[src/design/etsq_pkg.sv]
// ----------------------------------------------------------------------------
// etsq_pkg
// Shared types, codes and the tone pattern ROM of the event tone sequencer.
// ----------------------------------------------------------------------------
`default_nettype none

package etsq_pkg;

  // Action codes of an input request
  localparam logic [1:0] ACT_TICK    = 2'd0;
  localparam logic [1:0] ACT_TRIGGER = 2'd1;
  localparam logic [1:0] ACT_PLAY    = 2'd2;

  // Speaker commands
  localparam logic CMD_STOP  = 1'b0;
  localparam logic CMD_START = 1'b1;

  localparam int unsigned RomRows  = 15;
  localparam int unsigned RomCols  = 3;
  localparam int unsigned QueDepth = 4;
  localparam int unsigned QuePtrW  = $clog2(QueDepth);

  typedef struct packed {
    logic [1:0]  action;
    logic [3:0]  event_code;
    logic [15:0] tone_freq;
    logic [15:0] tone_duration;
  } req_t;

  typedef struct packed {
    logic        command;
    logic [15:0] frequency;
    logic        last;
  } rsp_t;

  // Results produced by one request, in order
  typedef struct packed {
    logic [1:0] count;
    rsp_t       first;
    rsp_t       second;
  } push_t;

  typedef struct packed {
    logic [15:0] freq;
    logic [15:0] dur;
    logic [15:0] gap;
  } step_t;

  function automatic logic [1:0] rom_count(input logic [3:0] id);
    logic [1:0] c;
    case (id)
      4'd0, 4'd3, 4'd4, 4'd6, 4'd7, 4'd12, 4'd13, 4'd14: c = 2'd3;
      4'd10:   c = 2'd1;
      4'd15:   c = 2'd0;
      default: c = 2'd2;
    endcase
    return c;
  endfunction

  function automatic step_t rom_step(input logic [3:0] id, input logic [1:0] idx);
    step_t s;
    s = '0;
    case ({id, idx})
      {4'd0, 2'd0}:  s = '{16'd1000, 16'd120, 16'd40};
      {4'd0, 2'd1}:  s = '{16'd1300, 16'd120, 16'd40};
      {4'd0, 2'd2}:  s = '{16'd1600, 16'd180, 16'd0};
      {4'd1, 2'd0}:  s = '{16'd900,  16'd140, 16'd50};
      {4'd1, 2'd1}:  s = '{16'd1100, 16'd140, 16'd0};
      {4'd2, 2'd0}:  s = '{16'd1400, 16'd120, 16'd40};
      {4'd2, 2'd1}:  s = '{16'd1700, 16'd160, 16'd0};
      {4'd3, 2'd0}:  s = '{16'd1200, 16'd100, 16'd40};
      {4'd3, 2'd1}:  s = '{16'd1500, 16'd100, 16'd40};
      {4'd3, 2'd2}:  s = '{16'd1800, 16'd140, 16'd0};
      {4'd4, 2'd0}:  s = '{16'd1000, 16'd100, 16'd40};
      {4'd4, 2'd1}:  s = '{16'd1400, 16'd100, 16'd40};
      {4'd4, 2'd2}:  s = '{16'd1700, 16'd140, 16'd0};
      {4'd5, 2'd0}:  s = '{16'd1500, 16'd160, 16'd50};
      {4'd5, 2'd1}:  s = '{16'd1800, 16'd100, 16'd0};
      {4'd6, 2'd0}:  s = '{16'd900,  16'd100, 16'd40};
      {4'd6, 2'd1}:  s = '{16'd1200, 16'd100, 16'd40};
      {4'd6, 2'd2}:  s = '{16'd1500, 16'd140, 16'd0};
      {4'd7, 2'd0}:  s = '{16'd1100, 16'd100, 16'd40};
      {4'd7, 2'd1}:  s = '{16'd1300, 16'd100, 16'd40};
      {4'd7, 2'd2}:  s = '{16'd1600, 16'd140, 16'd0};
      {4'd8, 2'd0}:  s = '{16'd1800, 16'd160, 16'd60};
      {4'd8, 2'd1}:  s = '{16'd2200, 16'd100, 16'd0};
      {4'd9, 2'd0}:  s = '{16'd1000, 16'd140, 16'd40};
      {4'd9, 2'd1}:  s = '{16'd1200, 16'd100, 16'd0};
      {4'd10, 2'd0}: s = '{16'd2000, 16'd60,  16'd0};
      {4'd11, 2'd0}: s = '{16'd1600, 16'd100, 16'd40};
      {4'd11, 2'd1}: s = '{16'd1400, 16'd80,  16'd0};
      {4'd12, 2'd0}: s = '{16'd900,  16'd140, 16'd60};
      {4'd12, 2'd1}: s = '{16'd1200, 16'd140, 16'd60};
      {4'd12, 2'd2}: s = '{16'd1500, 16'd180, 16'd0};
      {4'd13, 2'd0}: s = '{16'd1100, 16'd140, 16'd60};
      {4'd13, 2'd1}: s = '{16'd1400, 16'd140, 16'd60};
      {4'd13, 2'd2}: s = '{16'd1700, 16'd180, 16'd0};
      {4'd14, 2'd0}: s = '{16'd800,  16'd140, 16'd70};
      {4'd14, 2'd1}: s = '{16'd1000, 16'd140, 16'd70};
      {4'd14, 2'd2}: s = '{16'd1200, 16'd200, 16'd0};
      default:       s = '0;
    endcase
    return s;
  endfunction

endpackage

`default_nettype wire

[src/design/event_tone_sequencer_unit.sv]
// ----------------------------------------------------------------------------
// event_tone_sequencer_unit
// Buzzer pattern player: ticks, pattern triggers and direct tone requests.
// ----------------------------------------------------------------------------
// Throughput: one request per cycle while the result queue has room; a tick with a stop
// and a start gives two results, and a four-entry result queue absorbs the burst.
// An accepted request is held in the input register, then the state update writes
// its results into the result queue once the queue has room.
// Reset clears time, tone and pattern state and empties the queue at once.
`default_nettype none

module event_tone_sequencer_unit #(
  parameter int unsigned PATTERN_COUNT = 15,
  parameter int unsigned MAX_STEPS     = 3
) (
  input  wire logic           clk_i,
  input  wire logic           rst_ni,
  input  wire logic           in_valid_i,
  output logic                in_ready_o,
  input  wire etsq_pkg::req_t in_data_i,
  output logic                out_valid_o,
  input  wire logic           out_ready_i,
  output etsq_pkg::rsp_t      out_data_o
);

  logic            req_valid_q, req_valid_d;
  etsq_pkg::req_t  req_q;
  logic            room, advance;
  etsq_pkg::push_t push;

  // advance the held request only when the queue can take its results
  assign advance     = req_valid_q && room;
  assign in_ready_o  = !req_valid_q || advance;
  assign req_valid_d = in_ready_o ? in_valid_i : req_valid_q;

  always_ff @(posedge clk_i or negedge rst_ni) begin
    if (!rst_ni) begin
      req_valid_q <= 1'b0;
    end else begin
      req_valid_q <= req_valid_d;
    end
  end

  always_ff @(posedge clk_i) begin
    if (in_valid_i && in_ready_o) begin
      req_q <= in_data_i;
    end
  end

  etsq_core #(
    .PATTERN_COUNT(PATTERN_COUNT),
    .MAX_STEPS    (MAX_STEPS)
  ) u_core (
    .clk_i  (clk_i),
    .rst_ni (rst_ni),
    .valid_i(advance),
    .req_i  (req_q),
    .push_o (push)
  );

  etsq_res_fifo u_fifo (
    .clk_i      (clk_i),
    .rst_ni     (rst_ni),
    .push_i     (push),
    .room_o     (room),
    .out_valid_o(out_valid_o),
    .out_ready_i(out_ready_i),
    .out_data_o (out_data_o)
  );

endmodule

`default_nettype wire

[src/design/etsq_core.sv]
// ----------------------------------------------------------------------------
// etsq_core
// Sequencer state and the per-request update: time, tone and pattern steps.
// ----------------------------------------------------------------------------
`default_nettype none

module etsq_core #(
  parameter int unsigned PATTERN_COUNT = 15,
  parameter int unsigned MAX_STEPS     = 3
) (
  input  wire logic           clk_i,
  input  wire logic           rst_ni,
  input  wire logic           valid_i,
  input  wire etsq_pkg::req_t req_i,
  output etsq_pkg::push_t     push_o
);

  logic [31:0] elapsed_q, elapsed_d;
  logic        tone_on_q, tone_on_d;
  logic [31:0] tone_end_q, tone_end_d;
  logic        running_q, running_d;
  logic [3:0]  pat_id_q, pat_id_d;
  logic [1:0]  step_q, step_d;
  logic [31:0] next_step_q, next_step_d;

  logic [31:0]     tick_ms;
  logic            stop_hit, tone_kept, step_due, pat_done;
  logic [1:0]      limit;
  etsq_pkg::step_t step;
  etsq_pkg::rsp_t  stop_rsp, start_rsp;

  always_comb begin
    limit = etsq_pkg::rom_count(pat_id_q);
    if (32'(limit) > MAX_STEPS) begin
      limit = 2'(MAX_STEPS);
    end
  end

  assign tick_ms   = elapsed_q + 32'd1;
  assign stop_hit  = tone_on_q && (tick_ms >= tone_end_q);
  assign tone_kept = tone_on_q && !stop_hit;
  assign step_due  = running_q && !tone_kept && (tick_ms >= next_step_q);
  assign pat_done  = (32'(pat_id_q) >= etsq_pkg::RomRows) || (step_q >= limit);
  assign step      = etsq_pkg::rom_step(pat_id_q, step_q);

  always_comb begin
    elapsed_d   = elapsed_q;
    tone_on_d   = tone_on_q;
    tone_end_d  = tone_end_q;
    running_d   = running_q;
    pat_id_d    = pat_id_q;
    step_d      = step_q;
    next_step_d = next_step_q;
    stop_rsp    = '{etsq_pkg::CMD_STOP, 16'd0, 1'b0};
    start_rsp   = '{etsq_pkg::CMD_START, step.freq, 1'b1};
    push_o      = '0;

    if (valid_i) begin
      case (req_i.action)
        etsq_pkg::ACT_TICK: begin
          elapsed_d = tick_ms;
          if (stop_hit) begin
            tone_on_d = 1'b0;
          end
          if (step_due && pat_done) begin
            running_d = 1'b0;
          end else if (step_due) begin
            tone_end_d  = tick_ms + 32'(step.dur);
            tone_on_d   = 1'b1;
            next_step_d = tick_ms + 32'(step.dur) + 32'(step.gap);
            step_d      = step_q + 2'd1;
          end
          // order results: stop before start, last on the final one
          if (stop_hit && step_due && !pat_done) begin
            push_o = '{2'd2, stop_rsp, start_rsp};
          end else if (stop_hit) begin
            stop_rsp.last = 1'b1;
            push_o = '{2'd1, stop_rsp, start_rsp};
          end else if (step_due && !pat_done) begin
            push_o = '{2'd1, start_rsp, start_rsp};
          end
        end
        etsq_pkg::ACT_TRIGGER: begin
          if (32'(req_i.event_code) < PATTERN_COUNT &&
              32'(req_i.event_code) < etsq_pkg::RomRows) begin
            pat_id_d    = req_i.event_code;
            step_d      = 2'd0;
            next_step_d = 32'd0;
            running_d   = 1'b1;
          end
        end
        etsq_pkg::ACT_PLAY: begin
          if (req_i.tone_freq != 16'd0 && req_i.tone_duration != 16'd0) begin
            tone_end_d = elapsed_q + 32'(req_i.tone_duration);
            tone_on_d  = 1'b1;
            push_o     = '{2'd1, '{etsq_pkg::CMD_START, req_i.tone_freq, 1'b1}, stop_rsp};
          end
        end
        default: begin
          // unused action: drop
        end
      endcase
    end
  end

  always_ff @(posedge clk_i or negedge rst_ni) begin
    if (!rst_ni) begin
      elapsed_q   <= '0;
      tone_on_q   <= 1'b0;
      tone_end_q  <= '0;
      running_q   <= 1'b0;
      pat_id_q    <= '0;
      step_q      <= '0;
      next_step_q <= '0;
    end else begin
      elapsed_q   <= elapsed_d;
      tone_on_q   <= tone_on_d;
      tone_end_q  <= tone_end_d;
      running_q   <= running_d;
      pat_id_q    <= pat_id_d;
      step_q      <= step_d;
      next_step_q <= next_step_d;
    end
  end

endmodule

`default_nettype wire

[src/design/etsq_res_fifo.sv]
// ----------------------------------------------------------------------------
// etsq_res_fifo
// Result queue: takes up to two results per cycle, hands out one per cycle while the reader is ready.
// ----------------------------------------------------------------------------
`default_nettype none

module etsq_res_fifo (
  input  wire logic            clk_i,
  input  wire logic            rst_ni,
  input  wire etsq_pkg::push_t push_i,
  output logic                 room_o,
  output logic                 out_valid_o,
  input  wire logic            out_ready_i,
  output etsq_pkg::rsp_t       out_data_o
);

  localparam int unsigned PtrW = etsq_pkg::QuePtrW;
  localparam int unsigned CntW = PtrW + 1;

  etsq_pkg::rsp_t mem_q [etsq_pkg::QueDepth];
  logic [PtrW-1:0] rd_q, rd_d, wr_q, wr_d, wr_nxt;
  logic [CntW-1:0] cnt_q, cnt_d;
  logic            pop;

  assign pop         = out_valid_o && out_ready_i;
  assign out_valid_o = (cnt_q != '0);
  assign out_data_o  = mem_q[rd_q];
  // keep space for the largest burst of one request
  assign room_o      = (cnt_q <= CntW'(etsq_pkg::QueDepth - 2));
  assign wr_nxt      = wr_q + PtrW'(1);

  always_comb begin
    rd_d  = rd_q + PtrW'(pop);
    wr_d  = wr_q + PtrW'(push_i.count);
    cnt_d = cnt_q + CntW'(push_i.count) - CntW'(pop);
  end

  always_ff @(posedge clk_i) begin
    if (push_i.count != 2'd0) begin
      mem_q[wr_q] <= push_i.first;
    end
    if (push_i.count == 2'd2) begin
      mem_q[wr_nxt] <= push_i.second;
    end
  end

  always_ff @(posedge clk_i or negedge rst_ni) begin
    if (!rst_ni) begin
      rd_q  <= '0;
      wr_q  <= '0;
      cnt_q <= '0;
    end else begin
      rd_q  <= rd_d;
      wr_q  <= wr_d;
      cnt_q <= cnt_d;
    end
  end

endmodule

`default_nettype wire

[config.mk]
export PLATFORM = sky130hd
export DESIGN_NAME = event_tone_sequencer_unit
export DESIGN_NICKNAME = d
export VERILOG_FILES = /design/src/design/etsq_pkg.sv /design/src/design/event_tone_sequencer_unit.sv /design/src/design/etsq_core.sv /design/src/design/etsq_res_fifo.sv
export SDC_FILE = /design/constraint.sdc
export NUM_CORES = 1
export LEC_CHECK = 0
export BUFFER_PORTS_ARGS = -buffer_cell sky130_fd_sc_hd__buf_4
export CORE_MARGIN = 3
export CORE_UTILIZATION = 55
export DETAILED_ROUTE_END_ITERATION = 6
export PLACE_DENSITY = 0.75
export SLEW_MARGIN = 15
export SYNTH_ARGS = -nofsm -noshare
export SYNTH_HDL_FRONTEND = slang
export SYNTH_SLANG_ARGS = --single-unit
export TNS_END_PERCENT = 1
[constraint.sdc]
create_clock -name clk_i -period 4.9 [get_ports clk_i]
set_input_delay 0.98 -clock clk_i [delete_from_list [all_inputs] [get_ports clk_i]]
set_output_delay 0.98 -clock clk_i [all_outputs]
set_load 0.03 [all_outputs]
==> Yosys cells after proc, flatten, opt, wreduce, memory -nomap -nowiden <==
Memories as Yosys holds them, arrays and structs flattened.
Index checks and enable logic that the tools add are counted.
{ "word_totals": {"mem_count": 3, "ff_bits": 150, "ramBits": 72, "mem_bits_ro": 1440, "latchBits": 0, "output_inout_bits": 20} }
{ "op_classes": {"multipliers": 0, "magnitude_cmp": 6, "eq_ne": 8, "n_bitwise": 0, "div_mod_pow": 0, "n_mux": 30, "n_addsub": 10, "n_reduce_logical": 31, "n_shift": 0} }
{ "mem_list": {"columns": ["memory", "words", "word_bits", "read_ports", "rd_ports_with_merged_regs", "write_ports", "line_no", "text"], "rows": [
  ["(name not given)", 64, 22, 1, 0, 0, "etsq_pkg.sv:63", "case ({id, idx})"],
  ["u_fifo.mem_q", 4, 18, 1, 0, 2, "etsq_res_fifo.sv:20", "etsq_pkg::rsp_t mem_q [etsq_pkg::QueDepth];"],
  ["(name not given)", 16, 2, 1, 0, 0, "etsq_pkg.sv:51", "case (id)"]
]} }
{ "ops": {"columns": ["cell", "n"], "rows": [
  ["$mux 32", 6],
  ["$pmux 32 s2", 2],
  ["$mux 38", 3],
  ["$add 32x16->32", 3],
  ["$pmux 38 s2", 1],
  ["$mux 37", 2],
  ["$ge 32x32->1", 2],
  ["$add 32x1->32 const B", 1],
  ["$reduce_bool 16->1", 2],
  ["$logic_and 1x1->1", 12],
  ["$mux 1", 10],
  ["$reduce_and 5->1", 2],
  ["$ne 2x1->1 const B", 4],
  ["$mux 2", 3],
  ["$reduce_and 3->1", 2],
  ["$reduce_bool 2->1", 3],
  ["$add 2x1->2 const B", 2],
  ["$eq 2x2->1 const B", 2],
  ["$ge 4x4->1 const B", 1],
  ["$logic_not 1->1", 4],
  ["$lt 4x4->1 const B", 1],
  ["$pmux 1 s2", 2],
  ["$pmux 2 s2", 1],
  ["$reduce_and 4->1", 1],
  ["other kinds (12)", 13]
]} }

==> Depth between registers and ports, before layout <==
Gate-level depths: netlist of the first run.
{ "depth": {"ltp_word": 17, "mapped_depth": 24} }

==> Hierarchy <==
A second synthesis of the first run with hierarchy kept.
{ "unflattened": {"cells_unflattened": 1689, "area_unflattened_um2": 16198.0} }
{ "by_module_without_submodules": {"columns": ["mod", "cells_per_inst", "n_inst", "area_each_um2"], "rows": [
  ["etsq_core", 1432, 1, 11035.6],
  ["etsq_res_fifo", 214, 1, 3961.3],
  ["event_tone_sequencer_unit", 43, 1, 1201.2]
]} }

==> Least setup slack after synthesis of the first run <==
OpenSTA, ideal clock, no wires.
{ "synth_timing": {"path_kind": "register to register", "start": "register u_core.elapsed_q[0]", "end": "register u_fifo.cnt_q[2]", "path_slack_ps": -293, "path_stages_with_launch": 23, "t_required_ps": 4777, "synth_period_minus_slack_ps": 5193, "arrival_ps": 5070, "cell_sequence": "dfrtp_1 > ha_1 > nand3_2 > nand2b_4 > buf_6 > o31ai_1 > and2_1 > inv_1 > ha_1 > a21o_1 > a21o_1 > a21o_1 > a2111oi_0 > o21ai_0 > o211ai_1 > a21oi_1 > xnor2_1 > o21ai_0 > ha_1 > inv_1 > ha_1 > fa_1 > xnor2_1"} }
{ "synth_between": {"elab_chain_cells": 16, "word_cells_on_any_way": 19, "classes_between": "add/sub: 3; order compare: 2; mux: 5; reduce/logical: 9"} }
{ "synth_lines": {"columns": ["item", "line_no", "text"], "rows": [
  ["start, declared", "etsq_core.sv:18", "logic [31:0] elapsed_q, elapsed_d;"],
  ["start signal, assigned", "etsq_core.sv:116", "elapsed_q <= elapsed_d;"],
  ["$add 32x1->32 *", "etsq_core.sv:39", "assign tick_ms = elapsed_q + 32'd1;"],
  ["net u_core.tick_ms[24]", "etsq_core.sv:26", "logic [31:0] tick_ms;"],
  ["$ge 32x32->1", "etsq_core.sv:40", "assign stop_hit = tone_on_q && (tick_ms >= tone_end_q);"],
  ["$logic_and 1x1->1", "etsq_core.sv:40", null],
  ["$logic_not 1->1", "etsq_core.sv:41", "assign tone_kept = tone_on_q && !stop_hit;"],
  ["$logic_and 1x1->1", "etsq_core.sv:41", null],
  ["$logic_not 1->1", "etsq_core.sv:42", "assign step_due = running_q && !tone_kept && (tick_ms >= next_step_q);"],
  ["$logic_and 1x1->1 (2 in a row)", "etsq_core.sv:42", null],
  ["$logic_and 1x1->1", "etsq_core.sv:79", "end else if (step_due && !pat_done) begin"],
  ["$mux 37", "etsq_core.sv:79", null],
  ["$mux 38", "etsq_core.sv:76", "end else if (stop_hit) begin"],
  ["$mux 38 *", "etsq_core.sv:74", "if (stop_hit && step_due && !pat_done) begin"],
  ["$pmux 38 s2 *", "etsq_core.sv:59", "case (req_i.action)"],
  ["$mux 38 *", "etsq_core.sv:58", "if (valid_i) begin"],
  ["$add 3x2->3 *", "etsq_res_fifo.sv:35", "cnt_d = cnt_q + CntW'(push_i.count) - CntW'(pop);"],
  ["$sub 3x1->3 *", "etsq_res_fifo.sv:35", null],
  ["net u_fifo.cnt_d[2]", "etsq_res_fifo.sv:22", "logic [CntW-1:0] cnt_q, cnt_d;"],
  ["end signal, assigned", "etsq_res_fifo.sv:55", "cnt_q <= cnt_d;"],
  ["end, declared", "etsq_res_fifo.sv:22", null]
]} }
Mark *: on every way through the listed nets, which the timed path passes. The rest lies on a longest branch.
A chain may end at the register's enable or synchronous reset.

==> Final worst setup path of the first run <==
{ "layout_timing": {"start": "register u_core.step_q[0]", "end": "register u_core.next_step_q[31]"} }
{ "layout_between": {"elab_chain_cells": 6, "word_cells_on_any_way": 11, "classes_between": "add/sub: 2; order compare: 1; eq/ne: 1; mux: 3; reduce/logical: 3; memory: 1"} }
{ "layout_lines": {"columns": ["item", "line_no", "text"], "rows": [
  ["start, declared", "etsq_core.sv:23", "logic [1:0] step_q, step_d;"],
  ["start signal, assigned", "etsq_core.sv:121", "step_q <= step_d;"],
  ["$mem_v2 64x22", null, null],
  ["$add 32x16->32 (2 in a row)", "etsq_core.sv:70", "next_step_d = tick_ms + 32'(step.dur) + 32'(step.gap);"],
  ["$mux 32", "etsq_core.sv:67", "end else if (step_due) begin"],
  ["$mux 32", "etsq_core.sv:65", "if (step_due && pat_done) begin"],
  ["$pmux 32 s2", "etsq_core.sv:59", null],
  ["end signal, assigned", "etsq_core.sv:122", "next_step_q <= next_step_d;"],
  ["end, declared", "etsq_core.sv:24", "logic [31:0] next_step_q, next_step_d;"]
]} }
Parallel ways exist; a longest one is shown, timed or not. The select of a mux whose other input is x is not followed.

==> results by group, run 1 <==
Yosys
  – Synth unique cells: between 80 and 90
  – EDFF count, synth: 86
  – XOR/XNOR share of the synthesized area: 0.06721
  – Adder-cell share of the synthesized area: 0.08925
  – Syn Nets: 1947
  – Ranking of synthesized cells by area: dfrtp_1, edfxtp_1, ha_1
  – Commonest register cell after synthesis: dfrtp_1
  – Largest family of logic cells by synthesized area: compound AO/OA/AOI/OAI gates
  – Post-synthesis simple-gate area fraction: 0.1890
  – Syn_area_per_cell: 8.862 um2
  – Synthesized flop and latch total: approximately 220
  – Complex-gate fraction of the synthesized area: 0.1994
  – Synth async-reset ratio: 0.5045
  – Mapped cell area: around 16000 um2
  – Seq/Total Area, Yosys: 0.3690
  – Multiplexer share of the synthesized area: 0.02951
  – Synthesis Warnings: 0
  – Cells after Synth: between 1500 and 2000
  – Yosys top cell area share: 0.1763
  – Area leader, netlist: dfrtp_1

STA
  – Setup Skew: ~23 ps
  – Final hold slack: 441.7 ps
  – Max frequency: ~0.21 GHz
  – Final setup violation count: 0
  – Min cycle time layout: approximately 4800 ps
  – Slew Viols, Final: 0
  – Period Utilization, post-route: 0.9722
  – Slew headroom: 0.2799
  – Fin. Hold Viols: 0
  – Tightest Pin Transition: about 1100 ps

Drt
  – DRT met1 WL: 19470 um
  – Avg Vias per Cell: 6.305
  – Highest metal used: met4
  – Via count: ~15000
  – Wire length on met2: around 22000 um
  – Final wirelength: 46180 um
  – DRC: 0
  – DRT Pass-1 Iters: 6
  – DRT iter0 DRCs: 1588
  – WL met3: 3278 um
  – Antenna Nets Post-Route: 0
  – Wire per inst: 20.01 um

Global routing
  – Global route overflow: 0
  – First-pass GRT wire length: approximately 74000 um
  – Number of antenna violations at the first check in global routing: 0
  – Pin count of the biggest net entering global routing: 48
  – Vias in the first global route: 14120
  – GRT Total Usage: 0.2949

Setup path
  – Crit end category: flop
  – Worst setup SP type: flop
  – Reg2reg path depth: 24
  – WS Path Type: reg -> reg
  – Critical Path RT: about 5300 ps
  – WP data arrival: 5160 ps
  – Worst-path fanout max: 16
  – R2R Setup Slk: between 100 and 150 ps

Die
  – Die Footprint: roughly 31000 um2
  – Row cnt: between 60 and 70
  – Die Y: between 150 and 200 um
  – Die W: between 150 and 200 um
  – Core footprint: 28160 um2
  – I/O pins: 62
  – Initial Utilization: 0.5645

Clock tree
  – Clock sink total: 222
  – Clk buf depth: 3
  – CTS tree: done
  – Clk slew on worst S/H paths: roughly 60 ps
  – CTS hold repair buffers: 0
  – Number of H-tree levels: 1
  – TritonCTS buffer count: 26
  – Clk root buf: clkbuf_16
  – Clk Latency, worst-skew pair: 550 ps

Place
  – Routability Congestion: about 1
  – Buffers on Ports: 61
  – Dpl hpwl: about 34000 um
  – Post-placement cell area: 17450 um2

Final layout
  – Most frequent cells in the layout: buf_4, nand2_1, o21ai_0
  – # diodes: 0
  – Core Util, Final: 0.6570
  – Layout net count: roughly 2100
  – Share of layout cells above drive strength 1: 0.1793
  – Layout Area Growth over Synthesis: 16.39%
  – Most common cell after layout, fill and taps aside: buf_4
  – Finished Cell Area: between 15000 and 20000 um2

Job
  – # Max-Cap Violations: 0

Status
  – Status: finished, final reports clean

Pwr
  – VDD IR max: between 0.3 and 0.4 mV
  – PD cells: approximately 500 nW/um2
  – LEAKAGE: 0.007777 uW

Worst hold path
  – Worst min path class: in -> async
cell type report:
type | count | area, um2
Fill cell | 2315 | 9661
Multi-Input combinational cell | 1344 | 9361
Sequential cell | 222 | 5872
Timing Repair Buffer | 198 | 1524
Clock buffer | 32 | 683.2
Tap cell | 378 | 473.0
Inverter | 118 | 442.9
Clock inverter | 16 | 146.4
Yosys cell counts (12+ instances only):
library cell and number:
nand2b_1 16, nor2b_1 15, or3_1 12, dfrtp_1 112
nand4_1 40, buf_2 12, ha_1 107, nand3_1 73
mux4_2 19, nor3_1 37, xor2_1 38, nor4_1 14
xnor2_1 84, a21oi_1 102, dfxtp_1 24, a21o_1 31
clkbuf_1 80, nor2_1 123, inv_1 117, o21ai_0 146
a31oi_1 15, a211oi_1 32, o211ai_1 13, o22ai_1 30
and2_1 21, edfxtp_1 86, nand2_1 190
final timing paths:
path | startpoint | to
hold reg to reg | u_fifo.mem_q[0][15]$_SDFFE_PP0P_ | u_fifo.mem_q[0][15]$_SDFFE_PP0P_
max in group asynchronous | rst_ni | u_core.tone_end_q[5]$_DFFE_PN0P_
setup / recovery | u_core.step_q[0]$_DFFE_PN0P_ | u_core.next_step_q[31]$_DFFE_PN0P_
min in group clk_i | u_fifo.mem_q[0][15]$_SDFFE_PP0P_ | u_fifo.mem_q[0][15]$_SDFFE_PP0P_
setup reg to reg | u_core.step_q[0]$_DFFE_PN0P_ | u_core.next_step_q[31]$_DFFE_PN0P_
hold / removal | rst_ni | u_fifo.rd_q[1]$_DFF_PN0_
routing by layer:
layer	vias to the layer above	global-route usage
li1	6744	-
met3	118	0.04043
met5	-	0
met4	0	0.1102
met1	7009	0.3965
met2	682	0.4888
report_power, final:
| part | switching, uW | internal, uW | total (uW) |
|---|---|---|---|
| Sequential | 388 | 2340 | 2730 |
| Combinational | 2750 | 1860 | 4620 |
| Clock | 789 | 1100 | 1890 |
| Total | 3930 | 5300 | 9230 |
worst max-delay path: stages (launching register included):
cell	delay, ps
dfrtp_1	370
inv_1	80
buf_4	150
ha_1	250
buf_12	170
inv_1	120
a21oi_1	160
o22ai_1	120
a211oi_2	240
buf_4	170
ha_1	240
a21o_1	170
a211oi_1	240
nor2_1	130
ha_1	330
inv_1	70
a21oi_1	160
o21ai_0	130
a21boi_1	200
nor2b_1	160
buf_4	130
nand4b_1	210
o2111a_1	300
a41oi_1	210
o211ai_1	120
repair_timing:
| item | CTS | global route |
|---|---|---|
| resized for setup | 1 | 49 |
| buffers inserted | 0 | 4 |
| setup endpoints to repair | 1 | 120 |
| pin swaps | 0 | 4 |
state kept, by name, indices dropped and copies added (netlist names):
| name | cells |
|---|---|
| req_valid_q | 1 |
| u_fifo.rd_q | 2 |
| u_core.elapsed_q | 32 |
| u_fifo.cnt_q | 3 |
| u_core.pat_id_q | 4 |
| u_fifo.wr_q | 2 |
| u_core.step_q | 2 |
| u_fifo.mem_q | 72 |
| u_core.running_q | 1 |
| u_core.tone_end_q | 32 |
| u_core.next_step_q | 32 |
| u_core.tone_on_q | 1 |
| req_q | 38 |
per-stage QoR:
step | instances | total power (uW) | TNS, ps | setup WS (ps)
floorplan | 1794 | 5609 | 0 | 8.048
global placement | 2256 | 7082 | 0 | 148.2
detailed placement | 2256 | 7220 | -8.874 | -8.874
CTS | 2304 | 9142 | 0 | 5.948
global route | 2308 | 9864 | -10.37 | -10.37
finish | 2308 | 9229 | 0 | 136.0
cells by family after synthesis:
| logic type | count (synthesis) |
|---|---|
| xor gates and xnor gates | 122 |
| adders and majority gates | 111 |
| and+or+nand+nor | 600 |
| buffers and inverters | 228 |
| DFF | 222 |
| AOI/OAI and AO/OA | 488 |
| muxes | 23 |
Power figures use the tool's default switching activity.
==> run 2: changes to the inputs <==
--- a/config.mk
+++ b/config.mk
@@ -5,7 +5,7 @@
 export SDC_FILE = /design/constraint.sdc
 export NUM_CORES = 1
 export LEC_CHECK = 0
-export BUFFER_PORTS_ARGS = -buffer_cell sky130_fd_sc_hd__buf_4
+export BUFFER_PORTS_ARGS = -buffer_cell sky130_fd_sc_hd__clkbuf_2
 export CORE_MARGIN = 3
 export CORE_UTILIZATION = 55
 export DETAILED_ROUTE_END_ITERATION = 6
==> run 2 against run 1 <==
Critical path depth is 2 lower. Sequential share of layout area up 0.11 points. Register-to-register slack gained 98 ps. Clock power hardly changed. Final area fell by 0.36%. Fmax increased by 2.1%. Clock-buffer cell count up 8. Largest power group unchanged. Combinational power about the same. Largest cell class unchanged. Hold slack gained 15 ps. Global-route usage is 0.51 points higher. First-iteration DRC count is 13% lower. Critical endpoint is now u_fifo.cnt_q[2]$_DFF_PN0_.
==> results by group, run 2 (synthesis results as in run 1) <==
Final layout
  – Share of layout cells above drive strength 1: 0.1829
  – Largest register FFs: between 70 and 80
  – Biggest registers after layout: u_fifo.mem_q (72), req_q (38)
  – # fillers: 2291
  – Area of the multi-input gates: between 9000 and 10000 um2
  – Most common cell after layout, fill and taps aside: nand2_1
  – # diodes: 0
  – Most frequent cells in the layout: nand2_1, buf_4, o21ai_0
  – Layout Area Growth over Synthesis: 15.96%
  – Layout net count: 2074
  – Register Area: between 5000 and 6000 um2
  – Finished Cell Area: roughly 18000 um2
  – Biggest register: u_fifo.mem_q

Clock tree
  – Clock sink total: approximately 220
  – Clk slew on worst S/H paths: ~60 ps
  – Clk buf depth: 3
  – Clk root buf: clkbuf_16
  – CTS tree: done
  – Number of H-tree levels: 1
  – TritonCTS buffer count: 26
  – Clk Latency, worst-skew pair: 550 ps

Place
  – Routability Congestion: approximately 0.97
  – Post-placement cell area: about 17000 um2
  – Dpl hpwl: ~34000 um
  – Pre-CTS setup slack: -53.43 ps
  – Buffers on Ports: 61

STA
  – Setup WS post-layout: about 230 ps
  – Setup repair after global routing missed its margin: yes
  – Period Utilization, post-route: 0.9523
  – Fin. Hold Viols: 0
  – Max frequency: around 0.21 GHz
  – Setup Skew: 20.08 ps
  – Slew headroom: 0.2639
  – Final setup violation count: 0
  – Final hold slack: roughly 460 ps
  – Min cycle time layout: ~4700 ps
  – Slew Viols, Final: 0
  – TNS Setup: 0 ps
  – Tightest Pin Transition: ~1100 ps

Drt
  – Wire per inst: between 20 and 25 um
  – DRT iter0 DRCs: around 1400
  – Avg Vias per Cell: ~6.2
  – Via count: 14370
  – Antenna Nets Post-Route: 0
  – DRC: 0
  – Final wirelength: approximately 47000 um
  – DRT Pass-1 Iters: 6

Global routing
  – GR Util met3: 0.03376
  – Vias in the first global route: approximately 14000
  – GR peak layer: met2
  – GRT Total Usage: 0.3000
  – Pin count of the biggest net entering global routing: 57
  – Global route overflow: 0
  – Met2 GRT Util: 0.4844
  – First-pass GRT wire length: about 75000 um
  – Number of antenna violations at the first check in global routing: 0
  – Met1 Use GR: 0.4106

Setup path
  – Critical Path RT: about 5300 ps
  – WP data arrival: roughly 5000 ps
  – Worst-path fanout max: 8
  – WS Path Type: reg -> reg
  – Worst setup SP type: flop
  – Crit end category: flop

Pwr
  – PD cells: between 500 and 600 nW/um2
  – LEAKAGE: between 0.007 and 0.008 uW
  – Total power: 9221 uW
  – VDD IR max: between 0.2 and 0.3 mV

Worst hold path
  – Worst min path class: reg -> reg

Die
  – Die Y: 176.0 um
  – Die Footprint: about 31000 um2
  – I/O pins: 62
  – Row cnt: between 60 and 70
  – Initial Utilization: 0.5645
  – Die W: roughly 180 um
  – Core footprint: approximately 28000 um2

Status
  – Status: finished, final reports clean

Job
  – # Max-Cap Violations: 0
-- run 2: cell types whose count changed in the layout (fill, tap and decap cells not counted), moves of 2 or more --
cell | previous run | this run
clkbuf_2 | 0 | 60
clkinvlp_4 | 2 | 0
clkbuf_1 | 5 | 10
clkinv_2 | 7 | 2
a21oi_2 | 1 | 3
a21oi_1 | 101 | 99
clkbuf_16 | 26 | 28
a211oi_2 | 2 | 4
buf_4 | 195 | 146
xnor2_1 | 79 | 83
xnor2_2 | 5 | 1
a211oi_1 | 30 | 28
-- run 2: final timing paths --
path / from / slack (ps) / end / cells after the start
max in group asynchronous: rst_ni / 3500 / u_core.elapsed_q[20]$_DFFE_PN0P_ / 2
hold / removal: u_fifo.mem_q[1][15]$_SDFFE_PP0N_ / 460 / u_fifo.mem_q[1][15]$_SDFFE_PP0N_ / 2
setup reg to reg: u_core.elapsed_q[9]$_DFFE_PN0P_ / 230 / u_fifo.cnt_q[2]$_DFF_PN0_ / 22
min in group asynchronous: rst_ni / 490 / u_fifo.rd_q[1]$_DFF_PN0_ / 1
setup / recovery: u_core.elapsed_q[9]$_DFFE_PN0P_ / 230 / u_fifo.cnt_q[2]$_DFF_PN0_ / 22
hold reg to reg: u_fifo.mem_q[1][15]$_SDFFE_PP0N_ / 460 / u_fifo.mem_q[1][15]$_SDFFE_PP0N_ / 2
-- run 2: power breakdown --
group | switching (uW) | internal (uW) | leakage [uW]
Combinational | 2750 | 1840 | 0.00491
Clock | 776 | 1130 | 0.000412
Sequential | 386 | 2340 | 0.00248
Total | 3910 | 5310 | 0.00779
-- run 2: per-stage QoR --
step	util	instances
after floorplan	-	1794
after global placement	0.6164	2265
after detailed placement	0.6164	2265
after CTS	0.6465	2313
after global routing	0.6546	2319
final	0.6546	2319
-- run 2: routing by layer --
metal | part of all wire | vias up
met5 | 0 | -
met4 | 0.048 | 0
met3 | 0.068 | 134
met2 | 0.46 | 645
met1 | 0.42 | 6803
li1 | - | 6785
-- run 2: timing repair --
| action | in CTS | in global routing |
|---|---|---|
| gates resized for setup | 1 | 53 |
| hold buffers | 0 | 0 |
| buffers inserted | 0 | 6 |
| pin swaps | 0 | 6 |
| endpoints found under the setup margin | 1 | 112 |
-- run 2: layout make-up --
class / instances / share of cell area
Multi-Input combinational cell: 1344 / 0.5075
Sequential cell: 222 / 0.3184
Timing Repair Buffer: 209 / 0.07853
Clock buffer: 40 / 0.04154
Tap cell: 378 / 0.02565
Inverter: 118 / 0.02403
Clock inverter: 8 / 0.004276
-- run 2: critical path, cell delays in order (launching register included) --
cell      delay, ps
dfrtp_1         350
and4_4          240
buf_4           150
nand3_4         120
buf_4           190
or3_1           380
and2_2          270
inv_1           100
ha_1            250
a21o_1          180
a21oi_1         200
o221ai_2        150
o21ai_0         180
a31oi_1          80
o211ai_1        250
a21oi_2          70
xnor2_1         210
o21ai_1         100
ha_1            310
inv_1            40
ha_1            180
fa_1            390
xnor2_1         140
